### config.mk
export PLATFORM = sky130hd
export DESIGN_NAME = telnet_nvt_option_decoder_flat
export DESIGN_NICKNAME = d
export VERILOG_FILES = /design/src/hdl/tnd_pkg.sv /design/src/hdl/tnd_if.sv /design/src/hdl/tnd_front.sv /design/src/hdl/tnd_queue.sv /design/src/hdl/tnd_back.sv /design/src/hdl/telnet_nvt_option_decoder.sv /design/src/flat_wrapper.sv
export SDC_FILE = /design/constraint.sdc
export NUM_CORES = 1
export LEC_CHECK = 0
export ABC_AREA = 1
export BUFFER_PORTS_ARGS = -buffer_cell sky130_fd_sc_hd__buf_2
export CAP_MARGIN = 0
export CORE_MARGIN = 1
export CORE_UTILIZATION = 63
export DETAILED_ROUTE_END_ITERATION = 10
export PLACE_DENSITY = 0.81
export SETUP_SLACK_MARGIN = 0.4
export SLEW_MARGIN = 20
export SYNTH_ARGS = -nofsm -noshare
export SYNTH_HDL_FRONTEND = slang
export SYNTH_SLANG_ARGS = --single-unit
### constraint.sdc
create_clock -name clk -period 5.6 [get_ports clk]
set_input_delay 0.84 -clock clk [delete_from_list [all_inputs] [get_ports clk]]
set_output_delay 0.84 -clock clk [all_outputs]
set_load 0.05 [all_outputs]
### src/hdl/tnd_pkg.sv
// Shared types and constants of the telnet option decoder.
`timescale 1ns / 1ps
`default_nettype none
package tnd_pkg;

  localparam logic [7:0] TEL_IAC  = 8'hFF;
  localparam logic [7:0] TEL_DO   = 8'hFD;
  localparam logic [7:0] TEL_WONT = 8'hFC;
  localparam logic [7:0] TEL_WILL = 8'hFB;
  localparam logic [7:0] TEL_SB   = 8'hFA;
  localparam logic [7:0] TEL_SE   = 8'hF0;
  localparam logic [7:0] OPT_TTYPE  = 8'h18;
  localparam logic [7:0] TTYPE_SEND = 8'h01;
  localparam logic [7:0] TTYPE_IS   = 8'h00;
  localparam logic [7:0] CHR_NUL = 8'h00;
  localparam logic [7:0] CHR_CR  = 8'h0D;
  localparam logic [7:0] CHR_LF  = 8'h0A;

  localparam int unsigned CFG_IDX_W = 1;
  localparam int unsigned CFG_DATA_W = 40;
  localparam logic [CFG_IDX_W-1:0] CFG_ACC_OPT   = 1'b0;
  localparam logic [CFG_IDX_W-1:0] CFG_TERM_NAME = 1'b1;
  localparam logic [7:0]  ACC_OPT_RST   = 8'd24;
  localparam logic [39:0] TERM_NAME_RST = 40'h5654313030;

  localparam int unsigned Q_DEPTH = 4;
  localparam int unsigned Q_PTR_W = $clog2(Q_DEPTH);
  localparam int unsigned Q_CNT_W = $clog2(Q_DEPTH + 1);

  // reply sequencer index
  localparam int unsigned SEQ_W = 4;
  localparam logic [SEQ_W-1:0] ANS_LAST   = 4'd2;
  localparam logic [SEQ_W-1:0] TTYPE_LAST = 4'd10;

  typedef enum logic [2:0] {
    MODE_NORMAL = 3'd0,
    MODE_IAC    = 3'd1,
    MODE_DO     = 3'd2,
    MODE_WILL   = 3'd3,
    MODE_SKIP   = 3'd4,
    MODE_SUB    = 3'd5,
    MODE_SUBIAC = 3'd6
  } tnd_mode_t;

  typedef enum logic [1:0] {
    KIND_APP   = 2'd0,
    KIND_ANS   = 2'd1,
    KIND_TTYPE = 2'd2
  } tnd_kind_t;

  typedef struct packed {
    tnd_kind_t  kind;
    logic [7:0] data;  // app byte or option code
    logic [7:0] verb;  // WILL, WONT or DO for answers
  } tnd_cmd_t;

  typedef struct packed {
    logic [Q_CNT_W-1:0] count;
    logic               full;
    logic               empty;
  } tnd_qstat_t;

endpackage
`default_nettype wire

### src/hdl/tnd_if.sv
// Request channel interfaces: received bytes in, decoded results out.
`timescale 1ns / 1ps
`default_nettype none
interface tnd_in_if;
  logic       valid;
  logic       ready;
  logic [7:0] rx_byte;
  logic       chunk_end;

  modport source (output valid, output rx_byte, output chunk_end, input ready);
  modport sink (input valid, input rx_byte, input chunk_end, output ready);
endinterface

interface tnd_out_if;
  logic       valid;
  logic       ready;
  logic [7:0] out_byte;
  logic       to_peer;
  logic       last;

  modport source (output valid, output out_byte, output to_peer, output last, input ready);
  modport sink (input valid, input out_byte, input to_peer, input last, output ready);
endinterface
`default_nettype wire

### src/hdl/tnd_front.sv
// Front end: telnet parser that turns received bytes into queued commands.
`timescale 1ns / 1ps
`default_nettype none
module tnd_front (
  input  wire logic           clk,
  input  wire logic           rst_n,
  tnd_in_if.sink              in_ch,
  input  wire logic [7:0]     accepted_option,
  input  wire logic           q_full,
  output logic                push,
  output tnd_pkg::tnd_cmd_t   push_cmd
);
  import tnd_pkg::*;

  tnd_mode_t  mode_r, mode_nxt;
  logic       cr_r, cr_nxt;
  logic [1:0] pos_r, pos_nxt;
  logic       match_r, match_nxt;
  logic       fire;
  logic [7:0] c;

  assign in_ch.ready = !q_full;
  assign fire = in_ch.valid && !q_full;
  assign c = in_ch.rx_byte;

  always_ff @(posedge clk) begin
    if (!rst_n) begin
      mode_r  <= MODE_NORMAL;
      cr_r    <= 1'b0;
      pos_r   <= 2'd0;
      match_r <= 1'b0;
    end else if (fire) begin
      mode_r  <= mode_nxt;
      cr_r    <= cr_nxt;
      pos_r   <= pos_nxt;
      match_r <= match_nxt;
    end
  end

  always_comb begin
    mode_nxt      = mode_r;
    cr_nxt        = cr_r;
    pos_nxt       = pos_r;
    match_nxt     = match_r;
    push          = 1'b0;
    push_cmd.kind = KIND_APP;
    push_cmd.data = c;
    push_cmd.verb = TEL_DO;

    case (mode_r)
      MODE_IAC: begin
        if (c == TEL_IAC) begin
          push     = fire;
          mode_nxt = MODE_NORMAL;
        end else if (c == TEL_DO) begin
          mode_nxt = MODE_DO;
        end else if (c == TEL_WILL) begin
          mode_nxt = MODE_WILL;
        end else if (c == TEL_SB) begin
          mode_nxt  = MODE_SUB;
          pos_nxt   = 2'd0;
          match_nxt = 1'b0;
        end else begin
          mode_nxt = MODE_SKIP;
        end
      end
      MODE_DO: begin
        push          = fire;
        push_cmd.kind = KIND_ANS;
        push_cmd.verb = (c == accepted_option) ? TEL_WILL : TEL_WONT;
        mode_nxt      = MODE_NORMAL;
      end
      MODE_WILL: begin
        push          = fire;
        push_cmd.kind = KIND_ANS;
        push_cmd.verb = TEL_DO;
        mode_nxt      = MODE_NORMAL;
      end
      MODE_SKIP: begin
        mode_nxt = MODE_NORMAL;
      end
      MODE_SUB: begin
        if (c == TEL_IAC) begin
          mode_nxt  = MODE_SUBIAC;
          pos_nxt   = 2'd2;
          match_nxt = 1'b0;
        end else if (pos_r == 2'd0) begin
          match_nxt = (c == OPT_TTYPE);
          pos_nxt   = 2'd1;
        end else if (pos_r == 2'd1) begin
          if (match_r && c == TTYPE_SEND) begin
            push          = fire;
            push_cmd.kind = KIND_TTYPE;
          end
          pos_nxt   = 2'd2;
          match_nxt = 1'b0;
        end
      end
      MODE_SUBIAC: begin
        if (c == TEL_IAC) begin
          push     = fire;
          mode_nxt = MODE_SUB;
        end else if (c == TEL_SE) begin
          mode_nxt = MODE_NORMAL;
        end else begin
          mode_nxt = MODE_SUB;
        end
      end
      default: begin
        mode_nxt = MODE_NORMAL;
        if (c == TEL_IAC) begin
          mode_nxt = MODE_IAC;
          cr_nxt   = 1'b0;
        end else if (cr_r) begin
          // held CR: NUL restores it, LF replaces it, CR keeps it held
          if (c == CHR_NUL) begin
            push          = fire;
            push_cmd.data = CHR_CR;
            cr_nxt        = 1'b0;
          end else if (c != CHR_CR) begin
            push   = fire;
            cr_nxt = 1'b0;
          end
        end else if (c == CHR_CR) begin
          cr_nxt = 1'b1;
        end else begin
          push = fire;
        end
      end
    endcase

    if (in_ch.chunk_end) begin
      mode_nxt  = MODE_NORMAL;
      cr_nxt    = 1'b0;
      pos_nxt   = 2'd0;
      match_nxt = 1'b0;
    end
  end

endmodule
`default_nettype wire

### src/hdl/tnd_queue.sv
// Short command queue between the parser and the reply sequencer.
`timescale 1ns / 1ps
`default_nettype none
module tnd_queue (
  input  wire logic               clk,
  input  wire logic               rst_n,
  input  wire logic               push,
  input  wire tnd_pkg::tnd_cmd_t  push_cmd,
  input  wire logic               pop,
  output tnd_pkg::tnd_cmd_t       head_cmd,
  output tnd_pkg::tnd_qstat_t     stat
);
  import tnd_pkg::*;

  tnd_cmd_t           mem_r [Q_DEPTH];
  logic [Q_PTR_W-1:0] wr_ptr_r, rd_ptr_r;
  logic [Q_CNT_W-1:0] count_r;

  always_ff @(posedge clk) begin
    if (!rst_n) begin
      wr_ptr_r <= '0;
      rd_ptr_r <= '0;
      count_r  <= '0;
    end else begin
      if (push) wr_ptr_r <= wr_ptr_r + 1'b1;
      if (pop) rd_ptr_r <= rd_ptr_r + 1'b1;
      if (push && !pop) begin
        count_r <= count_r + 1'b1;
      end else if (pop && !push) begin
        count_r <= count_r - 1'b1;
      end
    end
  end

  always_ff @(posedge clk) begin
    if (push) mem_r[wr_ptr_r] <= push_cmd;
  end

  assign head_cmd   = mem_r[rd_ptr_r];
  assign stat.count = count_r;
  assign stat.full  = (count_r == Q_CNT_W'(Q_DEPTH));
  assign stat.empty = (count_r == '0);

endmodule
`default_nettype wire

### src/hdl/tnd_back.sv
// Back end: expands queued commands into result bytes behind an output register.
`timescale 1ns / 1ps
`default_nettype none
module tnd_back (
  input  wire logic               clk,
  input  wire logic               rst_n,
  input  wire tnd_pkg::tnd_cmd_t  head_cmd,
  input  wire logic               q_empty,
  input  wire logic [39:0]        term_name,
  output logic                    pop,
  tnd_out_if.source               out_ch
);
  import tnd_pkg::*;

  logic [SEQ_W-1:0] idx_r, idx_nxt;
  logic             out_valid_r;
  logic [7:0]       out_byte_r;
  logic             to_peer_r, last_r;
  logic             advance;
  logic [7:0]       res_byte;
  logic             res_peer, res_last;

  assign advance = !q_empty && (!out_valid_r || out_ch.ready);
  assign pop     = advance && res_last;
  assign idx_nxt = res_last ? '0 : idx_r + 1'b1;

  always_comb begin
    res_byte = head_cmd.data;
    res_peer = 1'b1;
    res_last = 1'b0;
    case (head_cmd.kind)
      KIND_ANS: begin
        res_last = (idx_r == ANS_LAST);
        case (idx_r)
          4'd0:    res_byte = TEL_IAC;
          4'd1:    res_byte = head_cmd.verb;
          default: res_byte = head_cmd.data;
        endcase
      end
      KIND_TTYPE: begin
        res_last = (idx_r == TTYPE_LAST);
        case (idx_r)
          4'd0:    res_byte = TEL_IAC;
          4'd1:    res_byte = TEL_SB;
          4'd2:    res_byte = OPT_TTYPE;
          4'd3:    res_byte = TTYPE_IS;
          4'd4:    res_byte = term_name[39:32];
          4'd5:    res_byte = term_name[31:24];
          4'd6:    res_byte = term_name[23:16];
          4'd7:    res_byte = term_name[15:8];
          4'd8:    res_byte = term_name[7:0];
          4'd9:    res_byte = TEL_IAC;
          default: res_byte = TEL_SE;
        endcase
      end
      default: begin
        res_peer = 1'b0;
        res_last = 1'b1;
      end
    endcase
  end

  always_ff @(posedge clk) begin
    if (!rst_n) begin
      idx_r       <= '0;
      out_valid_r <= 1'b0;
    end else begin
      if (advance) begin
        idx_r       <= idx_nxt;
        out_valid_r <= 1'b1;
      end else if (out_ch.ready) begin
        out_valid_r <= 1'b0;
      end
    end
  end

  always_ff @(posedge clk) begin
    if (advance) begin
      out_byte_r <= res_byte;
      to_peer_r  <= res_peer;
      last_r     <= res_last;
    end
  end

  assign out_ch.valid    = out_valid_r;
  assign out_ch.out_byte = out_byte_r;
  assign out_ch.to_peer  = to_peer_r;
  assign out_ch.last     = last_r;

endmodule
`default_nettype wire

### src/hdl/telnet_nvt_option_decoder.sv
// Top level of the telnet receive decoder with option negotiation.
//
// in_ch carries received telnet bytes (rx_byte, chunk_end); out_ch carries
// decoded application bytes (to_peer = 0) and negotiation answers
// (to_peer = 1), with last set on the final result of each input byte.
// Both are valid/ready channels; a request moves when both are high.
// cfg_we/cfg_index/cfg_wdata write accepted_option (index 0) and
// terminal_name (index 1); write only while the decoder is idle.
// A byte that yields results is queued as a command, which the reply
// sequencer turns into results in the output register. Plain data runs at
// one byte per cycle while out_ch.ready stays high. A DO/WILL answer is
// 3 bytes and a terminal-type reply 11 bytes, also one byte per cycle.
// A 4-entry command queue decouples the parser from the sequencer, so
// in_ch.ready drops only when that queue is full.
// Receiver stall: the output register holds its result and the queue
// fills; input is then backpressured. Reset (rst_n, synchronous, low)
// empties the queue, clears the parser and restores the register defaults.
`timescale 1ns / 1ps
`default_nettype none
module telnet_nvt_option_decoder (
  input  wire logic                            clk,
  input  wire logic                            rst_n,
  tnd_in_if.sink                               in_ch,
  tnd_out_if.source                            out_ch,
  input  wire logic                            cfg_we,
  input  wire logic [tnd_pkg::CFG_IDX_W-1:0]   cfg_index,
  input  wire logic [tnd_pkg::CFG_DATA_W-1:0]  cfg_wdata
);
  import tnd_pkg::*;

  logic [7:0]  acc_opt_r;
  logic [39:0] term_name_r;
  logic        push, pop;
  tnd_cmd_t    push_cmd, head_cmd;
  tnd_qstat_t  q_stat;

  always_ff @(posedge clk) begin
    if (!rst_n) begin
      acc_opt_r   <= ACC_OPT_RST;
      term_name_r <= TERM_NAME_RST;
    end else if (cfg_we) begin
      case (cfg_index)
        CFG_ACC_OPT:   acc_opt_r   <= cfg_wdata[7:0];
        CFG_TERM_NAME: term_name_r <= cfg_wdata[39:0];
        default: ;
      endcase
    end
  end

  tnd_front u_front (
    .clk             (clk),
    .rst_n           (rst_n),
    .in_ch           (in_ch),
    .accepted_option (acc_opt_r),
    .q_full          (q_stat.full),
    .push            (push),
    .push_cmd        (push_cmd)
  );

  tnd_queue u_queue (
    .clk      (clk),
    .rst_n    (rst_n),
    .push     (push),
    .push_cmd (push_cmd),
    .pop      (pop),
    .head_cmd (head_cmd),
    .stat     (q_stat)
  );

  tnd_back u_back (
    .clk       (clk),
    .rst_n     (rst_n),
    .head_cmd  (head_cmd),
    .q_empty   (q_stat.empty),
    .term_name (term_name_r),
    .pop       (pop),
    .out_ch    (out_ch)
  );

`ifndef SYNTHESIS
  // a multi-byte reply is never broken by a bubble
  a_reply_contiguous: assert property (@(posedge clk) disable iff (!rst_n)
    out_ch.valid && out_ch.ready && !out_ch.last |=> out_ch.valid)
    else $error("gap inside a multi-byte reply");

  // application data is always a single result
  a_app_single: assert property (@(posedge clk) disable iff (!rst_n)
    out_ch.valid && !out_ch.to_peer |-> out_ch.last)
    else $error("application byte without last");

  a_q_bound: assert property (@(posedge clk) disable iff (!rst_n)
    q_stat.count <= Q_CNT_W'(Q_DEPTH))
    else $error("command queue overflow");

  a_ready_full: assert property (@(posedge clk) disable iff (!rst_n)
    !in_ch.ready |-> q_stat.full)
    else $error("input stalled with room in queue");
`endif

endmodule
`default_nettype wire

### src/flat_wrapper.sv
// flat-port wrapper written by rule: the top's interface ports become plain ports
module telnet_nvt_option_decoder_flat import tnd_pkg::*;
  (clk, rst_n, cfg_we, cfg_index, cfg_wdata, in_ch_valid, in_ch_rx_byte, in_ch_chunk_end, in_ch_ready, out_ch_valid, out_ch_out_byte, out_ch_to_peer, out_ch_last, out_ch_ready);
  tnd_in_if in_ch_i ();
  tnd_out_if out_ch_i ();
  input  wire logic clk;
  input  wire logic rst_n;
  input  wire logic cfg_we;
  input  wire logic [tnd_pkg::CFG_IDX_W-1:0] cfg_index;
  input  wire logic [tnd_pkg::CFG_DATA_W-1:0] cfg_wdata;
  input wire logic [$bits(in_ch_i.valid)-1:0] in_ch_valid;
  input wire logic [$bits(in_ch_i.rx_byte)-1:0] in_ch_rx_byte;
  input wire logic [$bits(in_ch_i.chunk_end)-1:0] in_ch_chunk_end;
  output wire logic [$bits(in_ch_i.ready)-1:0] in_ch_ready;
  output wire logic [$bits(out_ch_i.valid)-1:0] out_ch_valid;
  output wire logic [$bits(out_ch_i.out_byte)-1:0] out_ch_out_byte;
  output wire logic [$bits(out_ch_i.to_peer)-1:0] out_ch_to_peer;
  output wire logic [$bits(out_ch_i.last)-1:0] out_ch_last;
  input wire logic [$bits(out_ch_i.ready)-1:0] out_ch_ready;
  assign in_ch_i.valid = in_ch_valid;
  assign in_ch_i.rx_byte = in_ch_rx_byte;
  assign in_ch_i.chunk_end = in_ch_chunk_end;
  assign in_ch_ready = in_ch_i.ready;
  assign out_ch_valid = out_ch_i.valid;
  assign out_ch_out_byte = out_ch_i.out_byte;
  assign out_ch_to_peer = out_ch_i.to_peer;
  assign out_ch_last = out_ch_i.last;
  assign out_ch_i.ready = out_ch_ready;
  telnet_nvt_option_decoder u_core (.clk(clk), .rst_n(rst_n), .in_ch(in_ch_i), .out_ch(out_ch_i), .cfg_we(cfg_we), .cfg_index(cfg_index), .cfg_wdata(cfg_wdata));
endmodule
# After elaboration in Yosys (flattened, before gate mapping)
# Memories as Yosys holds them, arrays and structs flattened. A register that Yosys moved wholly into a read port is not among the register bits.
# Cells that the tools add are included.
dict set report word_totals {
  ff_bits 77
  ramBits 52
  input_bits 55
  output_inout_bits 12
  wordCells 159
  memories 1
}
dict set report op_classes {
  addsub 5
  eq_ne 37
  mux 71
  bitwise 1
  reduce_logical 30
}
# memory depth width rd rd_ports_with_merged_regs wr line_no
set memory_table {}
lappend memory_table {u_core.u_queue.mem_r 4 13 1 1 1 tnd_queue.sv:15} ;# tnd_cmd_t mem_r [Q_DEPTH];
# cell n
set ops {}
lappend ops {{case mux 8 bit (9 select lines)} 1}
lappend ops {{== test 8 bit, second input constant} 5}
lappend ops {{two-way mux 3 bit} 11}
lappend ops {{two-way mux 1 bit} 32}
lappend ops {{two-way mux 8 bit} 4}
lappend ops {{case mux 8 bit (2 select lines)} 2}
lappend ops {{two-way mux 2 bit} 14}
lappend ops {{== test 4 x 3 -> 1 bit, second input constant} 4}
lappend ops {{inequality test 3 bit, second input constant} 5}
lappend ops {{== test 3 bit, second input constant} 4}
lappend ops {{== test 4 bit, second input constant} 3}
lappend ops {{case mux 3 bit (4 select lines)} 1}
lappend ops {{== test 4 x 2 -> 1 bit, second input constant} 2}
lappend ops {{== test 8 x 1 -> 1 bit, second input constant} 1}
lappend ops {{== test 8 x 4 -> 1 bit, second input constant} 1}
lappend ops {{== test 8 x 5 -> 1 bit, second input constant} 1}
lappend ops {{== test 8 bit} 1}
lappend ops {{logical NOT 8 bit} 1}
lappend ops {{inequality test 8 x 4 -> 1 bit, second input constant} 1}
lappend ops {{case mux 2 bit (2 select lines)} 2}
lappend ops {{AND reduction 2 bit} 4}
lappend ops {{OR reduction 2 bit} 4}
lappend ops {{AND reduction 7 bit} 1}
lappend ops {{== test 3 x 2 -> 1 bit, second input constant} 2}
lappend ops {{24 further kinds} 37}

# Longest topological paths before layout
dict set report depth {
  word_depth 12
  depth_mapped 19
  mapped_depth_nobuf 16
}

# Hierarchy
# A second synthesis with hierarchy kept.
dict set report unflattened {
  cells_unflattened 842
  area_unflattened_um2 7260.7
}
# mod instances cells_each area_per_inst_um2 seq_area_each_um2
set by_module_without_submodules {}
lappend by_module_without_submodules {tnd_queue 1 232 3150.5 2342.2}
lappend by_module_without_submodules {telnet_nvt_option_decoder 1 224 1709.1 960.9}
lappend by_module_without_submodules {tnd_back 1 232 1480.2 400.4}
lappend by_module_without_submodules {tnd_front 1 154 920.9 140.1}

# Worst setup path before layout
# OpenSTA, ideal clock, no wires.
dict set report synth_path {
  path_type {reg-to-reg}
  startpoint {reg (tool-made name)}
  endpoint {reg u_core.u_queue.count_r[2]}
  setup_time_ps 70
  t_arrival_ps 2716
  required_time_ps 5530
  path_slack_ps 2814
  path_stages_with_launch 18
  period_less_slack_ps 2786
  cell_sequence {dfxtp_1 > buf_2 > clkinv_1 > buf_2 > a32oi_1 > inv_1 > ha_1 > inv_1 > nand3_1 > nand2_1 > ha_1 > inv_1 > fa_1 > nor2_1 > nor2_1 > nand2_1 > o21ai_0 > a21oi_1}
}
# item line_no
set synth_rtl {}
lappend synth_rtl {{to (signal assigned)} tnd_queue.sv:28} ;# count_r <= count_r + 1'b1;
lappend synth_rtl {{to (signal assigned)} tnd_queue.sv:30} ;# count_r <= count_r - 1'b1;
lappend synth_rtl {{to (decl)} tnd_queue.sv:17} ;# logic [Q_CNT_W-1:0] count_r;

==> impl.org <==
** Worst setup path
- The signal on the critical path passes through clkinv_1 > nand2_1 > a32oi_1 > inv_1 > ha_1 > inv_1 > nand3_1 > nand2_1 > ha_1 > inv_1 > fa_1 > nor2_1 > nor2_1 > nand2_1 > o21ai_0 > a21oi_1.
- Critical-path maximum fanout :: 27
- The worst setup path is launched from a register.
- Data on the critical path is required at its endpoint by 6070 ps.
- The worst setup path is of the register to register kind.
- Critical Path End Type :: register
- The slowest stage of the critical path belongs to the cell sky130_fd_sc_hd__dfxtp_1.
- Data arrives at the worst endpoint at 4720 ps.
- For flop-to-flop paths, the worst setup slack is 1340 ps.
- The largest single stage delay on the critical path is 870 ps.

** Cells and area
- In the final design database the tool counted 866 nets.
- At the end of the flow the core is filled with cells to 75.40%.
- From synthesis to final layout, the design area changed by 15.62%.
- Fillers :: 725
- In the final layout, the share of cells above drive strength 1 is 14.78%.
- Area occupied by multi-input gates :: 0.002454 sq mm
- ANT cells :: 0
- In the final layout, flip-flops and latches occupy 0.003243 sq mm.
- After the flow finishes, the layout carries non-filler instances totaling 941.

** Synthesis
- Share of the yosys chip area belonging to registers :: 53.56%
- Share of flip-flops with an asynchronous set or reset after synthesis :: 0%
- For this run, the leading register cell type out of synthesis is sky130_fd_sc_hd__dfxtp_1.
- When the netlist entered floorplanning its net count stood at 810.
- The synthesized netlist contains 35 unique library cells.
- Synthesis-stage register bit count :: 131
- The mapped netlist covers 0.006055 sq mm.
- Number of synthesized flops with an enable pin :: 62
- Counting every instance in the synthesized netlist gives 743.
- Yosys printed 0 warnings.
- Average footprint of a synthesized cell :: 8.149 sq um

** Power
- In this run the power density over the cells is 467.6 mW/mm^2.
- VDD sags by at most 0.0003216 V.
- In this run the static leakage power is 0.002952 uW.
- Power, Total :: 3273 uW

** Floorplanning
- Floorplan die area :: 0.01001 sq mm
- 67 I/O pins were placed.
- The floorplan step set the die height to 100.0 microns.
- Initial Util :: 65.22%
- Number of core rows :: 35
- The floorplan step defined a core boundary enclosing 0.009284 sq mm.
- Horizontal die dimension :: 100.0 microns

** Timing
- Count of endpoints failing setup in the final report :: 0
- Final slew viol count :: 0
- Highest clock frequency the design can meet :: 0.2350 GHz
- Final-report hold violation count :: 0
- Setup tns final :: 0 ps
- Clock skew on the completed layout was measured at 10.31 ps.
- Portion of the clock cycle consumed by the worst path in the final layout :: 76.00%
- The worst path needs 4256 ps of the cycle, external delays included.
- Pin slew with the least headroom to its limit :: 990.3 ps
- The worst pin sits at a relative slew slack of 33.98%.
- Unrepaired setup endpoints after global routing :: no

** Clock network
- Once the clock tree was built, the setup fixing pass inserted 0 buffers.
- Clock net sink count :: 131
- Clock root buffer master :: sky130_fd_sc_hd__clkbuf_8
- Clock Latency Late Sink :: 540 ps
- Maximum count of clock buffers along a single path :: 2
- Post-CTS Hold Buffers :: 0
- CTS built an H-tree with a depth of 4.
- Number of instances resized during post-cts repair :: 0
- CTS tree :: done
- After clock tree synthesis, the clock-pin slew on the worst setup and hold paths is 60 ps.
- Inserted Clock Buffers :: 17

** Route
- Once detail routing completed, the nets flagged for antenna violations numbered 0.
- Post-detailed-route DRC marker count :: 0
- In the final routed layout, each cell accounts on average for 15.16 microns.
- The routed layout has 5,226 vias.
- Summed over all layers, the routed wires come to 14,270 microns.
- The first TritonRoute pass finished after 6 iterations.
- Dividing the detail-routed via count by the number of cells gives 5.554.
- In this run, the number of DRC markers left after iteration 0 of detailed routing was 549.

** Place
- Post-detailed-placement half-perimeter wirelength :: 9894 microns
- Buffers placed on the I/O ports in this run total 66.
- RD Place Congestion :: 0.8843
- Counting tap cells, the placed design contains a total of 909 instances.

** GRT
- The number of antenna violations at the first check in global routing was 0.
- The total overflow left after global routing is 0.
- The first global-routing pass estimated 23,430 microns of wire.
- Entering global routing, the biggest net connects 63 pins.
- For this run, the total global-route usage over all layers was measured as 30.77%.
- Via count of the first global-routing pass :: 5,004

** Run
- Max-cap violations in this run came to 0.

** Status
- Status :: complete, no violations

** Min path
- The worst hold path belongs to the class register to register.
==> registers in the layout, indices dropped and copies added (netlist names), 2 cells and up, named ones only <==
register	flops
u_core.u_queue.wr_ptr_r	2
u_core.u_back.out_ch.out_byte	8
u_core.u_front.pos_r	2
u_core.term_name_r	40
u_core.u_queue.rd_ptr_r	2
u_core.u_queue.count_r	3
u_core.acc_opt_r	8
u_core.u_front.mode_r	3
u_core.u_back.idx_r	4
u_core.u_queue.mem_r	52
==> logic make-up after synthesis <==
logic type | after synthesis | share of synthesized area [%]
simple gates | 387 | 26.33
flops | 131 | 53.56
compound gates | 112 | 10.08
buf+inv | 92 | 6.117
fa+ha+maj | 12 | 2.604
xor+xnor | 9 | 1.302
==> worst paths after layout <==
path,startpoint,endpoint,cells after the start
setup / recovery,register,u_core.u_queue.count_r[2]$_SDFFE_PN0P_,16
setup reg to reg,register,u_core.u_queue.count_r[2]$_SDFFE_PN0P_,16
hold / removal,u_core.u_queue.rd_ptr_r[1]$_SDFFE_PN0P_,u_core.u_queue.rd_ptr_r[1]$_SDFFE_PN0P_,2
hold reg to reg,u_core.u_queue.rd_ptr_r[1]$_SDFFE_PN0P_,u_core.u_queue.rd_ptr_r[1]$_SDFFE_PN0P_,2
==> cell usage after synthesis, types with 3 or more instances <==
master / instances / area share [%]
sky130_fd_sc_hd__a21oi_1: 37 / 3.1
sky130_fd_sc_hd__buf_2: 6 / 0.50
sky130_fd_sc_hd__clkbuf_1: 20 / 1.2
sky130_fd_sc_hd__dfxtp_1: 69 / 23
sky130_fd_sc_hd__edfxtp_1: 62 / 31
sky130_fd_sc_hd__ha_1: 11 / 2.3
sky130_fd_sc_hd__inv_1: 59 / 3.7
sky130_fd_sc_hd__nand2_1: 170 / 11
sky130_fd_sc_hd__nand3_1: 55 / 4.5
sky130_fd_sc_hd__nand4_1: 8 / 0.83
sky130_fd_sc_hd__nor2_1: 137 / 8.5
sky130_fd_sc_hd__nor2_2: 5 / 0.52
sky130_fd_sc_hd__nor3_1: 4 / 0.33
sky130_fd_sc_hd__o211ai_1: 3 / 0.37
sky130_fd_sc_hd__o21ai_0: 60 / 5.0
sky130_fd_sc_hd__o22ai_1: 4 / 0.41
sky130_fd_sc_hd__xnor2_1: 7 / 1.0
==> cell type report <==
type                    count  share of cell area (%)
flip-flops and latches    131                   46.33
multi-input cells         520                   35.05
clock buffers              18                   5.970
repair buffers             66                   4.719
inverters                  63                   3.378
well taps                 129                   2.306
clock inverters            14                   2.252
==> cells in the final DEF (no fill, tap or decap), drive strengths merged, types with 11 or more instances in the layout <==
cell type,n
a21oi,38
o21ai,62
ha,11
nand2,172
dfxtp,69
buf,66
nor2,144
inv,63
clkbuf,18
edfxtp,62
nand3,55
==> layer usage <==
metal	global-route usage, %	share of wire [%]	vias to the layer above
li1	-	-	2550
met1	40.64	43	2409
met2	48.22	46	231
met3	7.382	8.3	36
met4	14.38	3.0	0
met5	0	0	-
==> critical path: cells and delay by family, from the launching register on <==
family / cells / cell delay, ps
AO/OA/AOI/OAI: 3 / 380
adder cells (fa/ha/maj): 3 / 890
buffers and inverters: 4 / 1190
AND/OR/NAND/NOR: 6 / 850
flip-flops: 1 / 870
==> power by group <==
part	internal, uW	switching [uW]
logic	269	684
registers	1180	73.2
clock network	638	432
==> stage by stage <==
step / hold slack [ps] / cell area, sq um / worst slack [ps]
after floorplan: 432.9 / 6055 / 2814
after global placement: 451.5 / 6412 / 1786
after detailed placement: 454.0 / 6417 / 1482
after CTS: 465.8 / 6993 / 1468
after global routing: 490.2 / 7000 / 904.3
final: 462.9 / 7000 / 1344
Note: power is estimated with default switching activity, not from simulation.
